<file path="src/rtl/pvs_pkg.sv">
// Shared types, constants and Horner step arithmetic of the polynomial core.
// Used by pvs_cfg_regs, pvs_cell and the top level; depends on nothing.
`default_nettype none

package pvs_pkg;

  // Degree of the evaluated polynomial and number of coefficient registers.
  localparam int MaxDegree = 6;
  localparam int NumCoef   = 7;

  // Field and datapath widths.
  localparam int CoefW = 32;
  localparam int XW    = 32;
  localparam int AccW  = 48;
  localparam int TermW = 36;
  localparam int SumW  = 50;
  localparam int PartW = 56;
  localparam int AddrW = 5;
  localparam int IdxW  = 3;

  localparam logic signed [AccW-1:0] SatHi = {1'b0, {(AccW-1){1'b1}}};
  localparam logic signed [AccW-1:0] SatLo = {1'b1, {(AccW-1){1'b0}}};
  localparam logic [63:0] MagCap = 64'd1 << AccW;

  // One item as it travels down the row of cells.
  typedef struct packed {
    logic signed [XW-1:0]   x;
    logic signed [AccW-1:0] val;
    logic signed [AccW-1:0] slo;
    logic                   ovf;
  } pvs_item_t;

  // Partial products of one accumulator times x, split at bit 24.
  typedef struct packed {
    logic [PartW-1:0] hi;
    logic [PartW-1:0] lo;
    logic             neg;
  } pvs_part_t;

  // Result of one Horner step.
  typedef struct packed {
    logic signed [AccW-1:0] acc;
    logic                   ovf;
  } pvs_sum_t;

  // Sign-magnitude split of acc * x into two 24 by 32 bit products.
  function automatic pvs_part_t pvs_mul_split(logic signed [AccW-1:0] a,
                                              logic signed [XW-1:0] x);
    logic [AccW-1:0] am;
    logic [XW-1:0]   xm;
    pvs_part_t       p;
    am    = a[AccW-1] ? AccW'(-a) : AccW'(a);
    xm    = x[XW-1] ? XW'(-x) : XW'(x);
    p.neg = a[AccW-1] ^ x[XW-1];
    p.hi  = am[AccW-1:24] * xm;
    p.lo  = am[23:0] * xm;
    return p;
  endfunction

  // Combine the partials with a floor shift by 16, add the term and saturate.
  function automatic pvs_sum_t pvs_step(pvs_part_t p, logic signed [TermW-1:0] term);
    logic [PartW:0]         lo_r;
    logic [63:0]            mag;
    logic [AccW:0]          mag_c;
    logic signed [SumW-1:0] prod;
    logic signed [SumW-1:0] sum;
    pvs_sum_t               r;
    lo_r  = {1'b0, p.lo} + (p.neg ? (PartW+1)'(16'hFFFF) : '0);
    mag   = {p.hi, 8'h00} + 64'(lo_r[PartW:16]);
    mag_c = (mag > MagCap) ? MagCap[AccW:0] : mag[AccW:0];
    prod  = p.neg ? -$signed({1'b0, mag_c}) : $signed({1'b0, mag_c});
    sum   = prod + SumW'(term);
    if (sum > SumW'(SatHi)) begin
      r.acc = SatHi;
      r.ovf = 1'b1;
    end else if (sum < SumW'(SatLo)) begin
      r.acc = SatLo;
      r.ovf = 1'b1;
    end else begin
      r.acc = sum[AccW-1:0];
      r.ovf = 1'b0;
    end
    return r;
  endfunction

  // Coefficient scaled by its exponent for the slope chain.
  function automatic logic signed [TermW-1:0] pvs_scale(logic signed [CoefW-1:0] c, int k);
    logic signed [TermW-1:0] kk;
    kk = TermW'(k);
    return TermW'(c) * kk;
  endfunction

endpackage

`default_nettype wire

</file>
<file path="src/rtl/pvs_cfg_regs.sv">
// Coefficient register file behind the APB-style configuration port.
// Depends on pvs_pkg; also supplies the exponent-scaled slope terms.
`default_nettype none

module pvs_cfg_regs
  import pvs_pkg::*;
(
  input  logic                    clk_i,
  input  logic                    rst_ni,
  input  logic                    psel,
  input  logic                    penable,
  input  logic                    pwrite,
  input  logic [AddrW-1:0]        paddr,
  input  logic [31:0]             pwdata,
  output logic [31:0]             prdata,
  output logic                    pready,
  output logic signed [CoefW-1:0] coef_o [NumCoef],
  output logic signed [TermW-1:0] term_o [NumCoef]
);

  logic signed [CoefW-1:0] coef_q [NumCoef];
  logic [IdxW-1:0]         idx;
  logic                    idx_ok;

  // Register index from the word address; indexes past the list are ignored.
  assign idx    = paddr[IdxW+1:2];
  assign idx_ok = (32'(idx) < NumCoef);
  assign pready = 1'b1;

  // Write on the access phase of a write transfer.
  always_ff @(posedge clk_i or negedge rst_ni) begin
    if (!rst_ni) begin
      for (int i = 0; i < NumCoef; i++) coef_q[i] <= '0;
    end else if (psel && penable && pwrite && pready && idx_ok) begin
      coef_q[idx] <= pwdata;
    end
  end

  // Read back the addressed coefficient.
  assign prdata = idx_ok ? 32'(coef_q[idx]) : '0;

  // Coefficients and their exponent-scaled copies for the cells.
  always_comb begin
    for (int i = 0; i < NumCoef; i++) begin
      coef_o[i] = coef_q[i];
      term_o[i] = pvs_scale(coef_q[i], i);
    end
  end

endmodule

`default_nettype wire

</file>
<file path="config.mk">
export PLATFORM = sky130hd
export DESIGN_NAME = pvs_cfg_regs
export DESIGN_NICKNAME = d
export VERILOG_FILES = /design/src/rtl/pvs_pkg.sv /design/src/rtl/pvs_cfg_regs.sv
export SDC_FILE = /design/constraint.sdc
export NUM_CORES = 1
export LEC_CHECK = 0
export BUFFER_PORTS_ARGS = -buffer_cell sky130_fd_sc_hd__buf_2
export CAP_MARGIN = 25
export CORE_AREA = 2 2 212 214
export DETAILED_ROUTE_END_ITERATION = 7
export DIE_AREA = 0 0 214 216
export GPL_TIMING_DRIVEN = 0
export PLACE_DENSITY_LB_ADDON = 0.08
export RECOVER_POWER = 100
export SLEW_MARGIN = 20
export SYNTH_ARGS = -nofsm -noshare
export SYNTH_HDL_FRONTEND = slang
export SYNTH_SLANG_ARGS = --single-unit
</file>
<file path="constraint.sdc">
create_clock -name clk_i -period 4.2 [get_ports clk_i]
set_input_delay 0.84 -clock clk_i [delete_from_list [all_inputs] [get_ports clk_i]]
set_output_delay 0.84 -clock clk_i [all_outputs]
set_load 0.05 [all_outputs]
</file>
==> results.yml, run 1 <==
status:
  run_status: "finished with violations"
  violations: "capacitance limit, slew limit, setup timing"
clock_network:
  cts-root-buf: "clkbuf_16"
  clockBufferDepth: 3
  cts_hold_buf: 0
  clk_pin_slew_ns: 0.06
  htreeDepth: 1
  clk_latency_ns: 0.55
  clock-sinks: 224
  cts_tree: "done"
  cts_made_buffers: 25
logic_synthesis:
  synth_seq_cells: 224
  async_reset_ff_share_pct: 100
  ys_seq_area_share_pct: 32.1
  yosysWarnings: 0
  syn_area_per_cell_um2: 10.2
  netlist_area_um2: 17400
  synth_area_leaders: "dfrtp_1, mux2_2, ha_1"
  yosysUniqueCellTypes: 77
  yosysTopAreaCellShare_pct: 32.1
  synth_top_cell_by_area: "dfrtp_1"
  synthCells: 1719
  synth_edf_count: 0
  synthFlopType: "dfrtp_1"
route:
  viasPerCell: 5.46
  wl_per_cell_um: 23.9
  drtIter0Drc: 907
  wirelength_um: 71400
  postRouteAntennaNets: 0
  firstDrtPassIters: 5
  vias: 16300
  drc: 0
sta:
  slew_violations: 83
  tns_ns: -2.59
  fin_skew_ns: 0
  fin_crit_ns: 4.52
  relSlewSlack_pct: -40.4
  max_freq_mhz: 221
  grt_setup_unrepaired: "yes"
  hold_violations: 0
  timing.final.ws_setup_ns: -0.324
  worst_slew_pin_slew_ns: 2.11
  setup_viol: 22
  finalCritPeriodShare_pct: 108
critical_path:
  endpoint_kind: "output port"
  critPathTopFamily: "compound AO/OA/AOI/OAI gates"
  slowest_stage: "dfrtp_2"
  reg2reg_to: "coef_o[98]"
  reg2reg_depth: 3
  crit_fanout: 4
  crit_buf_inv: 4
  crit_chain: "buf_6 > ha_4 > ha_4 > inv_2 > fa_2 > nor2b_2 > o31a_1 > o31ai_4 > a21oi_4 > buf_4 > nor2b_4 > nor2_4 > o311a_1 > a211o_1 > buf_6"
  crit_start: "coef_o[97]"
  cp.arrival_ns: 3.68
  crit_end: "term_o[130]"
  worst-r2r-setup-slack_ns: 3.09
  cp-start-kind: "flip-flop"
  critPathKind: "reg2out"
  timing.rr.start: "coef_o[98]"
  crit_cells: 15
  slowest_delay_ns: 0.44
  worstPathRequired_ns: 3.36
power_and_ir_drop:
  peakVddDrop_mv: 0.488
  p_leak_nw: 11.9
  power.total_w: 0.0167
  power.density_nw_per_um2: 695
floorplanning:
  initial_utilization_pct: 39.8
  die_y_um: 216
  std_cell_rows: 77
  io_pins: 551
  core_um2: 43800
  die_w_um: 214
  die_area_um2: 46200
place:
  dp_hpwl_um: 55400
  gp_congestion: 0.905
  port_buffers: 506
  dp_cells: 2858
  placed_area_um2: 21100
global_routing:
  grt_max_degree: 91
  grtUsageTotal_pct: 29.5
  grt_pass1_vias: 15700
  grt_overflow_total: 0
  antenna_found_initial: 3
  grt_pass1_wl_um: 103000
finish:
  largest_reg_flops: 224
  fin_util_pct: 55.0
  instances_no_fill: 2983
  fillers: 4047
  syn_to_final_growth_pct: 38.1
  fin_area_um2: 24100
  nNetsFinal: 2602
  drive_gt1_share_pct: 51.5
worst_hold_path:
  hold_path.class: "reg2reg"
flow_run:
  maxCapViolCount: 1
## worst reg2reg max path: stages (launching register included)
cell	delay [ns]
dfrtp_2	0.47
buf_4	0.16
buf_4	0.12
mux2_2	0.25
## stage by stage
| step | hold slack (ns) | setup WS (ns) |
|---|---|---|
| after floorplan | 0.544 | -0.175 |
| after global placement | 0.507 | -1.78 |
| after detailed placement | 0.513 | -0.694 |
| after CTS | 0.321 | -0.301 |
| after global routing | 0.548 | -0.382 |
| final | 0.529 | -0.324 |
## layer usage
metal / track usage (%) / vias up / part of all wire, %
met4: 6.57 / 2 / 2.6
met2: 51.2 / 584 / 49
li1: - / 7448 / -
met1: 38.0 / 8165 / 42
met5: 0 / - / 0.0098
met3: 5.62 / 90 / 6.4
## cell usage in the layout, fill, tap and decap left out, types with 18 or more instances in the layout
cell / n
buf_2: 374
buf_4: 258
mux2_2: 239
dfrtp_1: 168
ha_1: 127
clkbuf_1: 124
a21oi_1: 104
nor2_1: 100
nand2_1: 60
dfrtp_2: 56
xnor2_1: 46
conb_1: 41
o21ai_0: 40
ha_4: 40
a21o_1: 39
buf_6: 35
a22oi_1: 35
inv_1: 34
mux2i_1: 26
clkbuf_16: 25
nand3_1: 24
a21oi_2: 22
nand4_1: 18
ha_2: 18
## final cells by class
| class | instances | area (um2) | area share, % |
|---|---|---|---|
| clock inverter | 7 | 92.6 | 0.384 |
| inverter | 36 | 135 | 0.561 |
| multi-input combinational | 1270 | 11900 | 49.4 |
| buffer | 214 | 1430 | 5.95 |
| antenna | 2 | 5.00 | 0.0208 |
| tap | 592 | 741 | 3.08 |
| timing repair buffer | 601 | 3380 | 14.0 |
| clock buffer | 37 | 721 | 2.99 |
| sequential | 224 | 5680 | 23.6 |
## where the power goes
group          internal (W)  switching, W
clock network       0.00131      0.000922
registers           0.00260      0.000753
logic               0.00344       0.00773
total               0.00734       0.00940
## repair_timing
action                     CTS  global route
pin swaps                   78            78
resized for setup          283           139
setup endpoints to repair   96            71
setup buffers               62            35
## how the worst min path moves through the flow
stage	startpoint	end	slack (ns)	cells after the start
floorplan	rst_ni	coef_o[0]	0.54	0
global placement	coef_o[213]	coef_o[213]	0.51	1
detailed placement	coef_o[220]	coef_o[220]	0.51	1
CTS	rst_ni	coef_o[97]	0.32	1
global route	coef_o[213]	coef_o[213]	0.55	1
finish	coef_o[220]	coef_o[220]	0.53	1
## cells in the mapped netlist (4+ instances only)
master,instances
a211o_1,5
a211oi_1,6
a21boi_0,4
a21o_1,39
a21oi_1,131
a221oi_1,5
a22oi_1,35
a31oi_1,17
and2_1,6
and3_1,13
buf_1,15
buf_2,19
buf_4,151
clkbuf_1,41
dfrtp_1,224
ha_1,185
inv_1,36
mux2_2,239
mux2i_1,26
mux4_2,12
nand2_1,63
nand2b_1,7
nand3_1,25
nand4_1,18
nor2_1,105
nor2b_1,16
nor3_1,14
o2111ai_1,4
o211ai_1,11
o21a_1,8
o21ai_0,64
o21bai_1,11
o221ai_1,11
or3_1,4
xnor2_1,63
xor2_1,20
## logic make-up (layout without fill, tap and decap cells)
group / Yosys count / in the layout / share of synthesized area, %
AOI/OAI and AO/OA: 394 / 394 / 14.8
xor gates and xnor gates: 83 / 83 / 4.17
adders and majority gates: 188 / 188 / 13.6
buffers and inverters: 264 / 895 / 9.08
DFF: 224 / 224 / 32.1
muxes: 277 / 277 / 18.5
other: 2 / 43 / 0.0430
and+or+nand+nor: 287 / 287 / 7.74
Power figures use the tool's default switching activity.
==> inputs of run 2 (changes only) <==
--- a/config.mk
+++ b/config.mk
@@ -5,11 +5,12 @@
 export SDC_FILE = /design/constraint.sdc
 export NUM_CORES = 1
 export LEC_CHECK = 0
+export ABC_AREA = 1
 export BUFFER_PORTS_ARGS = -buffer_cell sky130_fd_sc_hd__buf_2
 export CAP_MARGIN = 25
-export CORE_AREA = 2 2 212 214
+export CORE_AREA = 2 2 215 217
 export DETAILED_ROUTE_END_ITERATION = 7
-export DIE_AREA = 0 0 214 216
+export DIE_AREA = 0 0 217 219
 export GPL_TIMING_DRIVEN = 0
 export PLACE_DENSITY_LB_ADDON = 0.08
 export RECOVER_POWER = 100
==> run 2 against run 1 <==
Critical path type is now in2out. Largest power group unchanged. Global-route usage rose by 3.1 points. Synthesized area grew 9.2%. Worst setup slack better by 0.45 ns. Critical endpoint is now prdata[7]. Non-clock buffer count is 90 lower. First-iteration DRC count grew 65%. Routed wire length up 12%. Clock power shrank 9.4%. Combinational power is 20% higher. Final cell count increased by 37%. The run ends with capacitance limit, slew limit left.
==> results.yml, run 2 <==
finish:
  instances_no_fill: 4075
  nNetsFinal: 3686
  drive_gt1_share_pct: 10.1
  syn_to_final_growth_pct: 19.4
  fin_util_pct: 50.4
  final_common_cell: "nand2_1"
  layout_common_cells: "nand2_1, inv_1, clkbuf_1"
  largest_reg_flops: 224
  fillers: 4960
logic_synthesis:
  synth_compound_area_share_pct: 11.4
  yosysWarnings: 0
  yosysTopAreaCellShare_pct: 29.4
  yosysUniqueCellTypes: 34
  synth_seq_cells: 224
  synth_most_common_cell: "nand2_1"
  async_reset_ff_share_pct: 100
  ys_seq_area_share_pct: 29.4
  synth_xor_area_share_pct: 2.07
  synth_mux_area_share_pct: 0
  yosys.area_share.simple_pct: 26.9
  netlist_area_um2: 19100
  synth_edf_count: 0
  syn_area_per_cell_um2: 6.61
  synthCells: 2882
  synth_top_family_by_area: "simple AND/OR/NAND/NOR gates"
  ys_top_cells_by_count: "nand2_1, inv_1, dfrtp_1"
  synth_area_leaders: "dfrtp_1, nand2_1, ha_1"
  synth_top_cell_by_area: "dfrtp_1"
  synthFlopType: "dfrtp_1"
  synthAdderAreaFrac_pct: 12.5
flow_run:
  maxCapViolCount: 1
floorplanning:
  die_w_um: 217
  die_area_um2: 47500
  initial_utilization_pct: 42.3
  std_cell_rows: 78
  io_pins: 551
  core_um2: 45100
  die_y_um: 219
global_routing:
  grt_overflow_total: 0
  grt_pass1_wl_um: 117000
  grt_max_degree: 86
  grt_pass1_vias: 19100
  antenna_found_initial: 6
  grtUsageTotal_pct: 32.6
clock_network:
  clock-sinks: 224
  cts-root-buf: "clkbuf_16"
  clk_latency_ns: 0.51
  htreeDepth: 1
  cts_tree: "done"
  clk_pin_slew_ns: 0.07
  clockBufferDepth: 3
  cts_made_buffers: 22
sta:
  slew_violations: 85
  holdWs_ns: 0.550
  grt_setup_unrepaired: "no"
  fin_crit_ns: 4.07
  worst_slew_pin_slew_ns: 2.23
  tns_ns: 0
  relSlewSlack_pct: -48.8
  max_freq_mhz: 246
  timing.final.ws_setup_ns: 0.130
  setup_viol: 0
  hold_violations: 0
  fin_skew_ns: 0
  finalCritPeriodShare_pct: 96.9
place:
  dp_hpwl_um: 67000
  gp_congestion: 0.944
  dp_cells: 4029
  port_buffers: 506
  pre_cts_ws_ns: 0.376
critical_path:
  worst-r2r-setup-slack_ns: 3.13
  crit_fanout: 10
  endpoint_kind: "output port"
  reg2reg_depth: 2
  crit_start: "paddr[4]"
  cp.arrival_ns: 3.23
  timing.rr.start: "coef_o[127]"
  cp-start-kind: "primary input"
  worstPathRequired_ns: 3.36
  reg2reg_to: "coef_o[127]"
  critPathKind: "in2out"
power_and_ir_drop:
  p_leak_nw: 13.0
  peakVddDrop_mv: 0.782
  power.density_nw_per_um2: 832
worst_hold_path:
  min_to: "coef_o[92]"
  whs_path_depth: 2
  hold_path.class: "reg2reg"
  hp-start: "coef_o[92]"
status:
  run_status: "finished with violations"
  violations: "capacitance limit, slew limit"
route:
  wirelength_um: 79800
  viasPerCell: 5.04
  firstDrtPassIters: 8
  wl_per_cell_um: 19.6
  postRouteAntennaNets: 0
  drtIter0Drc: 1497
  vias: 20500
  drc: 0
==> run 2: changes by cell type in the layout (fill, tap and decap cells not counted), moves of 167 or more <==
| cell | change |
|---|---|
| mux2_2 | -239 |
| inv_1 | +481 |
| nand2_1 | +937 |
| o21ai_0 | +167 |
| clkbuf_1 | +311 |
| buf_2 | -313 |
==> run 2: repair_timing <==
| action | 4_1_cts | 5_1_grt |
|---|---|---|
| endpoints found under the setup margin | 8 | 15 |
| gates resized for setup | 11 | 12 |
| setup buffers | 0 | 3 |
| hold buffers | 0 | 0 |
==> run 2: final cells by class <==
type	count	area [um2]	area share, %
multi-input cells	1964	10200	44.8
inverters	519	1950	8.57
plain buffers	214	1400	6.15
flip-flops and latches	224	5610	24.7
well taps	600	751	3.30
clock buffers	30	642	2.82
repair buffers	511	2120	9.32
clock inverters	8	71.3	0.314
diodes	5	12.5	0.0550
==> run 2: logic make-up (layout without fill, tap and decap cells) <==
logic type               Yosys count  after routing
AND/OR/NAND/NOR                 1298           1298
buffers and inverters            733           1282
AO/OA/AOI/OAI                    392            392
flip-flops                       224            224
adder cells (fa/ha/maj)          188            188
XOR/XNOR                          45             45
other                              2             46
==> run 2: metrics by stage <==
step	cell area [um2]	total power (W)
2_1_floorplan	19200	0.0137
3_3_place_gp	22500	0.0170
3_5_place_dp	22500	0.0171
4_1_cts	23300	0.0191
5_1_grt	22700	0.0200
6_report	22700	0.0189
==> run 2: worst max path at each step <==
stage / end / slack, ns
2_1_floorplan: term_o[143] / 0.49
3_3_place_gp: coef_o[93] / -1.68
3_5_place_dp: term_o[27] / 0.38
4_1_cts: term_o[31] / 0.02
5_1_grt: term_o[35] / 0.0002
6_report: prdata[7] / 0.13
==> run 2: worst max-delay path, stage by stage <==
cell and delay, ns:
clkbuf_1 0.12, inv_1 0.15, nand3_1 0.51, clkbuf_1 0.56
o22ai_1 0.37, a21oi_1 0.07, nand4_1 0.10, clkbuf_1 0.50
==> run 2: where the power goes <==
| group | switching, W | internal, W |
|---|---|---|
| logic | 0.0104 | 0.00303 |
| registers | 0.000894 | 0.00262 |
| clock network | 0.000891 | 0.00113 |
==> run 2: metal layers <==
layer  part of all wire (%)  routed length, um  track usage [%]  up-vias
met4                    3.6               2900             10.7        4
met2                     46              37100             54.5      799
li1                       -                  -                -     9970
met5                  0.035                 28                0        -
met3                    6.7               5310             3.26      122
met1                     43              34500             44.1     9635
